**src/hdl/spq_pkg.sv**
```systemverilog
// ----------------------------------------------------------------------------
// spq_pkg: shared types and constants of the sorted priority queue
// Entry layout, operation and status codes, order modes and the relation
// test that every cell applies to its stored priority.
// ----------------------------------------------------------------------------
`default_nettype none

package spq_pkg;

  // Number of cells in the chain, and count width able to hold CAPACITY itself
  localparam int unsigned CAPACITY = 16;
  localparam int unsigned CNT_W    = $clog2(CAPACITY + 1);

  localparam int unsigned DATA_W   = 32;

  typedef enum logic [1:0] {
    FUNC_PUSH = 2'd0,
    FUNC_TOP  = 2'd1,
    FUNC_POP  = 2'd2
  } func_e;

  typedef enum logic [1:0] {
    ST_OK    = 2'd0,
    ST_EMPTY = 2'd1,
    ST_FULL  = 2'd2
  } status_e;

  // Relation of stored priority to incoming priority
  typedef enum logic [1:0] {
    ORD_LT = 2'd0,
    ORD_LE = 2'd1,
    ORD_GT = 2'd2,
    ORD_GE = 2'd3
  } order_e;

  localparam order_e ORDER_RESET = ORD_LE;

  typedef struct packed {
    logic signed [DATA_W-1:0] value;
    logic signed [DATA_W-1:0] prio;
  } entry_t;

  // Broadcast from the top level to every cell
  typedef struct packed {
    logic   push;
    logic   pop;
    order_e mode;
  } cell_ctrl_t;

  // True when relation(stored, fresh) holds under the given mode
  function automatic logic relation_holds(order_e mode,
                                          logic signed [DATA_W-1:0] stored,
                                          logic signed [DATA_W-1:0] fresh);
    logic res;
    case (mode)
      ORD_LT:  res = (stored <  fresh);
      ORD_LE:  res = (stored <= fresh);
      ORD_GT:  res = (stored >  fresh);
      ORD_GE:  res = (stored >= fresh);
      default: res = (stored >= fresh);
    endcase
    return res;
  endfunction

endpackage

`default_nettype wire

```
**src/hdl/spq_cell.sv**
```systemverilog
// ----------------------------------------------------------------------------
// spq_cell: one slot of the sorted chain
// Holds one entry. On a push it keeps its entry, takes the new one, or takes
// its left neighbor's entry; on a pop it takes its right neighbor's entry.
// ----------------------------------------------------------------------------
`default_nettype none

module spq_cell (
  input  wire logic               clk_i,
  input  wire spq_pkg::cell_ctrl_t ctrl_i,
  input  wire logic               occupied_i,
  input  wire logic               pass_i,
  input  wire spq_pkg::entry_t    new_i,
  input  wire spq_pkg::entry_t    left_i,
  input  wire spq_pkg::entry_t    right_i,
  output spq_pkg::entry_t         entry_o,
  output logic                    pass_o
);

  spq_pkg::entry_t entry_q, entry_d;
  logic            hold;

  // New item goes past this slot only if the slot is live and the relation holds
  assign hold   = occupied_i & spq_pkg::relation_holds(ctrl_i.mode, entry_q.prio, new_i.prio);
  assign pass_o = pass_i & hold;

  // Slot update: insertion point takes the new entry, slots after it shift right
  always_comb begin
    entry_d = entry_q;
    if (ctrl_i.push) begin
      if (!pass_i) begin
        entry_d = left_i;
      end else if (!hold) begin
        entry_d = new_i;
      end
    end else if (ctrl_i.pop) begin
      entry_d = right_i;
    end
  end

  always_ff @(posedge clk_i) begin
    entry_q <= entry_d;
  end

  assign entry_o = entry_q;

endmodule

`default_nettype wire

```
**src/hdl/sorted_priority_queue_unit.sv**
```systemverilog
// ----------------------------------------------------------------------------
// sorted_priority_queue_unit: bounded sorted priority queue
// Chain of CAPACITY cells kept in priority order, head in cell 0.
// ----------------------------------------------------------------------------
// For each item (push, top or pop), every cell compares its
// stored priority with the incoming one in parallel, a pass signal ripples
// down the chain to mark the first slot where the order relation fails, and
// all cells update at once (insert and shift right on push, shift left on
// pop). The result sits in an output register, so a new item is taken every
// cycle unless that register holds a result that is stalled. Pushes into a
// full queue are dropped with a full status; top or pop on an empty queue
// return an empty status with zero data. order_mode may be written only
// while no item is in flight.
`default_nettype none

module sorted_priority_queue_unit (
  input  wire logic        clk_i,
  input  wire logic        rst_ni,
  // configuration
  input  wire logic        cfg_we_i,
  input  wire logic [1:0]  cfg_data_i,
  // input channel
  input  wire logic        in_valid_i,
  output logic             in_stall_o,
  input  wire logic [1:0]  func_i,
  input  wire logic signed [31:0] elem_value_i,
  input  wire logic signed [31:0] priority_req_i,
  // output channel
  output logic             out_valid_o,
  input  wire logic        out_stall_i,
  output logic signed [31:0] out_value_o,
  output logic signed [31:0] out_priority_o,
  output logic [1:0]       status_o,
  output logic             now_empty_o
);

  localparam int unsigned CAP   = spq_pkg::CAPACITY;
  localparam int unsigned CNT_W = spq_pkg::CNT_W;

  spq_pkg::order_e     mode_q;
  logic [CNT_W-1:0]    count_q, count_d;
  logic                out_valid_q;
  spq_pkg::entry_t     res_q, res_d;
  spq_pkg::status_e    status_q, status_d;
  logic                empty_q, empty_d;

  spq_pkg::cell_ctrl_t ctrl;
  spq_pkg::entry_t     new_entry;
  spq_pkg::entry_t     cell_entry [CAP];
  logic                pass_w     [CAP+1];
  spq_pkg::func_e      func;
  logic                fire, full, empty;

  // Order mode register
  always_ff @(posedge clk_i or negedge rst_ni) begin
    if (!rst_ni) begin
      mode_q <= spq_pkg::ORDER_RESET;
    end else if (cfg_we_i) begin
      mode_q <= spq_pkg::order_e'(cfg_data_i);
    end
  end

  assign func       = spq_pkg::func_e'(func_i);
  assign in_stall_o = out_valid_q & out_stall_i;
  assign fire       = in_valid_i & ~in_stall_o;
  assign full       = (count_q == CNT_W'(CAP));
  assign empty      = (count_q == '0);

  assign new_entry.value = elem_value_i;
  assign new_entry.prio  = priority_req_i;

  // Broadcast control
  always_comb begin
    ctrl.mode = mode_q;
    ctrl.push = fire & (func == spq_pkg::FUNC_PUSH) & ~full;
    ctrl.pop  = fire & (func == spq_pkg::FUNC_POP) & ~empty;
  end

  // Cell chain
  assign pass_w[0] = 1'b1;

  for (genvar i = 0; i < CAP; i++) begin : g_cell
    spq_pkg::entry_t left_e, right_e;

    if (i == 0) begin : g_head
      assign left_e = new_entry;
    end else begin : g_body
      assign left_e = cell_entry[i-1];
    end

    if (i == CAP - 1) begin : g_tail
      assign right_e = '0;
      spq_cell u_cell (
        .clk_i      (clk_i),
        .ctrl_i     (ctrl),
        .occupied_i (CNT_W'(i) < count_q),
        .pass_i     (pass_w[i]),
        .new_i      (new_entry),
        .left_i     (left_e),
        .right_i    (right_e),
        .entry_o    (cell_entry[i]),
        .pass_o     (pass_w[i+1])
      );
    end else begin : g_link
      assign right_e = cell_entry[i+1];
      spq_cell u_cell (
        .clk_i      (clk_i),
        .ctrl_i     (ctrl),
        .occupied_i (CNT_W'(i) < count_q),
        .pass_i     (pass_w[i]),
        .new_i      (new_entry),
        .left_i     (left_e),
        .right_i    (right_e),
        .entry_o    (cell_entry[i]),
        .pass_o     (pass_w[i+1])
      );
    end
  end

  // Count and result for the item taken this cycle
  always_comb begin
    count_d  = count_q;
    res_d    = '0;
    status_d = spq_pkg::ST_OK;
    case (func)
      spq_pkg::FUNC_PUSH: begin
        if (full) begin
          status_d = spq_pkg::ST_FULL;
        end else begin
          count_d = count_q + CNT_W'(1);
        end
      end
      spq_pkg::FUNC_TOP: begin
        if (empty) begin
          status_d = spq_pkg::ST_EMPTY;
        end else begin
          res_d = cell_entry[0];
        end
      end
      spq_pkg::FUNC_POP: begin
        if (empty) begin
          status_d = spq_pkg::ST_EMPTY;
        end else begin
          res_d   = cell_entry[0];
          count_d = count_q - CNT_W'(1);
        end
      end
      default: begin
        // unused code: no operation
      end
    endcase
    empty_d = (count_d == '0);
  end

  // Control state
  always_ff @(posedge clk_i or negedge rst_ni) begin
    if (!rst_ni) begin
      count_q     <= '0;
      out_valid_q <= 1'b0;
    end else begin
      if (fire) begin
        count_q <= count_d;
      end
      if (fire) begin
        out_valid_q <= 1'b1;
      end else if (!out_stall_i) begin
        out_valid_q <= 1'b0;
      end
    end
  end

  // Result register
  always_ff @(posedge clk_i) begin
    if (fire) begin
      res_q    <= res_d;
      status_q <= status_d;
      empty_q  <= empty_d;
    end
  end

  assign out_valid_o    = out_valid_q;
  assign out_value_o    = res_q.value;
  assign out_priority_o = res_q.prio;
  assign status_o       = status_q;
  assign now_empty_o    = empty_q;

endmodule

`default_nettype wire

```
**config.mk**
```make
export PLATFORM = sky130hd
export DESIGN_NAME = sorted_priority_queue_unit
export DESIGN_NICKNAME = d
export VERILOG_FILES = /design/src/hdl/spq_pkg.sv /design/src/hdl/spq_cell.sv /design/src/hdl/sorted_priority_queue_unit.sv
export SDC_FILE = /design/constraint.sdc
export NUM_CORES = 2
export LEC_CHECK = 0
export ABC_AREA = 1
export BUFFER_PORTS_ARGS = -buffer_cell sky130_fd_sc_hd__clkbuf_2
export CAP_MARGIN = 25
export CELL_PAD_IN_SITES_DETAIL_PLACEMENT = 1
export CELL_PAD_IN_SITES_GLOBAL_PLACEMENT = 1
export CORE_MARGIN = 10
export CORE_UTILIZATION = 30
export DETAILED_ROUTE_END_ITERATION = 12
export HOLD_SLACK_MARGIN = 0.12
export PLACE_DENSITY_LB_ADDON = 0.1
export RECOVER_POWER = 50
export SETUP_SLACK_MARGIN = 0.02
export SYNTH_ARGS = -nofsm -noshare
export SYNTH_HDL_FRONTEND = slang
export SYNTH_SLANG_ARGS = --single-unit
```
**constraint.sdc**
```tcl
create_clock -name clk_i -period 10.8 [get_ports clk_i]
set_clock_uncertainty 0.05 [all_clocks]
set_input_delay 1.62 -clock clk_i [delete_from_list [all_inputs] [get_ports clk_i]]
set_output_delay 1.62 -clock clk_i [all_outputs]
set_load 0.02 [all_outputs]
```
==> reports/metrics.csv <==
stage;metric;value;unit
timing;fin crit period;9.10;ns
timing;FMAX;0.110;GHz
critical_path;Crit Path Category;input pin to register;
critical_path;worst r2r path cells;13;
layout;Layout area overhead;12.4;%
critical_path;startpoint types;input pin;
floorplan;die extent in y;486;um
power;P_int;8.48;mW
synthesis;Post-synth top flop;edfxtp_1;
clock_network;post-CTS setup buffers;0;
synthesis;syn avg cell area;9.32;um2
synthesis;FF+latch count, synth;1099;
routing;DR vias;55847;
clock_network;CTS resizes;0;
synthesis;yosys warns;0;
layout;most common cell after layout, fill and taps aside;nand2_1;
global_routing;Tot GR Track Use;0.229;
place;IO buf count;141;
routing;top sig layer;met5;
global_routing;Congestion Overflow GR;0;
power;Reg power frac;0.437;
routing;WL met1;130000;um
clock_network;clk_lat worst skew;0.82;ns
global_routing;global-route wire length before repair;407000;um
power;Lkg Pwr;27.7;nW
synthesis;sequential area share after synthesis;0.507;
timing;endpoints failing setup;0;
critical_path;reg-to-reg endpoint;g_cell[9].g_link.u_cell.entry_o[44]$_DFFE_PP_;
clock_network;CTS buffer count;144;
outcome;failing checks;capacitance limit, slew limit;
outcome;outcome;finished, violations left;
routing;routed len/inst;28.2;um
place;Final HPWL DP;182000;um
power;Peak VDD IR;143;uV
clock_network;# H-tree levels;4;
floorplan;core area;0.215;mm2
synthesis;Post-synth EDFFs;1091;
power;power share of the clock group;0.388;
layout;fin area;0.0731;mm2
timing;Max-slew headroom;-1.45;
timing;max-slew violations;1440;
hold_path;hold_sp;out_valid_o$_DFFE_PN0P_;
clock_network;Reg clk slew, reported paths;0.06;ns
synthesis;ys async rst share;0.00728;
synthesis;Distinct cells, synth;50;
clock_network;Max Root-Sink Buffers;3;
floorplan;Core Rows;170;
power;combinational power share;0.174;
routing;met2 WL;126000;um
layout;nets;7526;
timing;Fin. Hold Viols;0;
routing;DRT iter0 DRCs;4755;
routing;DRT Pass-1 Iters;6;
synthesis;Syn Inst Count;6980;
synthesis;Post-Syn Area;0.0651;mm2
routing;met3 wire length;13400;um
global_routing;largest net degree at the start of global routing;194;
layout;most frequent cells in the layout;nand2_1 (1665), edfxtp_1 (1091), nand3_1 (1088);
critical_path;Worst R2R Start;out_valid_o$_DFFE_PN0P_;
clock_network;CTS tree;yes;
layout;layout cell share with drive strength beyond 1;0.0580;
power;switching share of power;0.313;
routing;post-route ant nets;0;
timing;Final period util;0.842;
floorplan;die area;0.236;mm2
place;Post-DP Area;0.0690;mm2
clock_network;hold buffers post-CTS;0;
routing;DR vias/cell;5.65;
layout;final core occ;0.340;
synthesis;Post-Syn Nets;7571;
timing;TNS Setup;0;ns
floorplan;Initial Util;0.302;
hold_path;WHS Endpoint;out_valid_o$_DFFE_PN0P_;
global_routing;initial antenna violation count;13;
floorplan;Ports;142;
routing;drc violations;0;
power;Pwr per Cell Area;169;mW/mm2
critical_path;crit path max fanout;70;
layout;number of fill cells;24550;
place;GPL Wtd Cong;0.858;
critical_path;CP required;11.25;ns
timing;RSZ-0062 raised after global routing;no;
critical_path;critical path data arrival time;9.55;ns
timing;Least-Margin Pin Slew;3.68;ns
power;Switching Power;3.86;mW
clock_network;clock sinks;1099;
floorplan;Die Wd;486;um
hold_path;Hold Crit Class;register to register;
critical_path;CP endpoint kind;register;
job;# Max-Cap Violations;27;
critical_path;R2R Setup Slk;2.48;ns
hold_path;Worst Hold Path Cells;2;
routing;WL final;278000;um
clock_network;Clock Tree Root;clkbuf_16;
global_routing;via count of the first global-routing pass;57170;
power;Power Total;12.3;mW
==> cells in the mapped netlist (2+ instances only) <==
master,instances,share of area
a211oi_1,12,0.0014
a21boi_0,2,0.00023
clkbuf_1,365,0.021
nor2_4,3,0.00052
nor2_1,303,0.017
xnor2_1,4,0.00054
a221oi_1,5,0.00067
nand2_1,1669,0.096
a21oi_1,400,0.031
nor2_2,2,0.00019
nand3b_1,3,0.00035
nor3_1,21,0.0016
buf_1,59,0.0034
nand3_1,1089,0.084
buf_4,11,0.0013
dfrtp_1,7,0.0027
ha_1,518,0.10
a31oi_1,8,0.00077
buf_2,17,0.0013
xor2_1,2,0.00027
a21o_1,6,0.00069
o21bai_1,6,0.00069
o21ai_1,3,0.00023
nand4_1,59,0.0057
o21ai_0,167,0.013
o221ai_1,24,0.0032
nor4b_1,2,0.00027
inv_2,9,0.00052
o21a_1,21,0.0024
a22oi_1,60,0.0069
clkinv_1,64,0.0037
o211ai_1,628,0.072
inv_1,297,0.017
a2111oi_0,2,0.00027
and3_1,2,0.00019
or2_2,4,0.00038
edfxtp_1,1091,0.50
nand4_2,2,0.00038
o22ai_1,2,0.00019
nor4_1,21,0.0020
==> worst max-delay path by stage <==
| stage | startpoint | end | slack, ns |
|---|---|---|---|
| after floorplan | out_stall_i | g_cell[5].g_link.u_cell.entry_o[0]$_DFFE_PP_ | 0.86 |
| after global placement | priority_req_i[31] | g_cell[3].g_link.u_cell.entry_o[41]$_DFFE_PP_ | 2.07 |
| after detailed placement | priority_req_i[31] | g_cell[3].g_link.u_cell.entry_o[40]$_DFFE_PP_ | 1.94 |
| after CTS | priority_req_i[31] | g_cell[3].g_link.u_cell.entry_o[36]$_DFFE_PP_ | 2.77 |
| after global routing | out_stall_i | g_cell[9].g_link.u_cell.entry_o[41]$_DFFE_PP_ | 1.33 |
| final | priority_req_i[31] | g_cell[10].g_link.u_cell.entry_o[0]$_DFFE_PP_ | 1.70 |
==> critical path: stages <==
cell      delay [ns]
clkbuf_1        0.12
inv_1           0.55
ha_1            0.46
a21oi_1         0.45
o21a_1          0.19
nand2_1         0.11
a21oi_1         0.56
nand2_1         0.19
nand2_1         0.09
nand3_1         0.07
nand3_1         0.21
nand2_4         0.06
nor2_1          0.42
nand4_1         1.54
nor3_2          1.07
nand4_1         0.29
buf_4           0.47
buf_4           0.54
nand3_1         0.21
o221ai_1        0.13
==> flip-flops by register name, summed over array words and instances (netlist names) <==
signal / cells
g_cell.g_link.u_cell.entry_o: 960
g_cell.g_tail.u_cell.entry_o: 64
out_priority_o: 32
out_value_o: 32
count_q: 5
mode_q: 2
status_o: 2
now_empty_o: 1
out_valid_o: 1
==> cell families after synthesis <==
| group | count (synthesis) | share of synthesized area |
|---|---|---|
| AOI/OAI and AO/OA | 1349 | 0.134 |
| and+or+nand+nor | 3186 | 0.210 |
| DFF | 1099 | 0.507 |
| buffers and inverters | 822 | 0.0484 |
| adders and majority gates | 518 | 0.0996 |
| xor gates and xnor gates | 6 | 0.000808 |
==> final cells by class <==
type / count / area (um2) / share of cell area
Timing Repair Buffer: 261 / 1590 / 0.0218
Multi-Input combinational cell: 5059 / 29100 / 0.398
Clock buffer: 187 / 3850 / 0.0526
Antenna cell: 3 / 7.51 / 0.000103
Sequential cell: 1099 / 33000 / 0.451
Clock inverter: 72 / 662 / 0.00905
Inverter: 370 / 1430 / 0.0195
Tap cell: 2838 / 3550 / 0.0485
==> per-stage QoR <==
stage	hold WS (ns)	setup WS [ns]	instances
floorplan	0.445	0.860	6980
global placement	0.427	2.07	9622
detailed placement	0.436	1.94	9627
CTS	0.449	2.77	9886
global route	0.479	1.33	9888
finish	0.443	1.70	9889
==> power groups by stage <==
stage	Combinational [mW]	Clock (mW)	Sequential, mW
floorplan	1.27	0	5.41
global placement	2.12	0	5.48
detailed placement	2.19	0	5.48
CTS	2.19	4.92	5.39
global route	2.38	5.08	5.43
finish	2.15	4.79	5.40
==> metal layers <==
metal / track usage / vias up
li1: - / 25397
met1: 0.324 / 28570
met2: 0.363 / 1517
met3: 0.0300 / 359
met4: 0.0673 / 4
met5: 0 / -
Note: power is estimated with default switching activity, not from simulation.
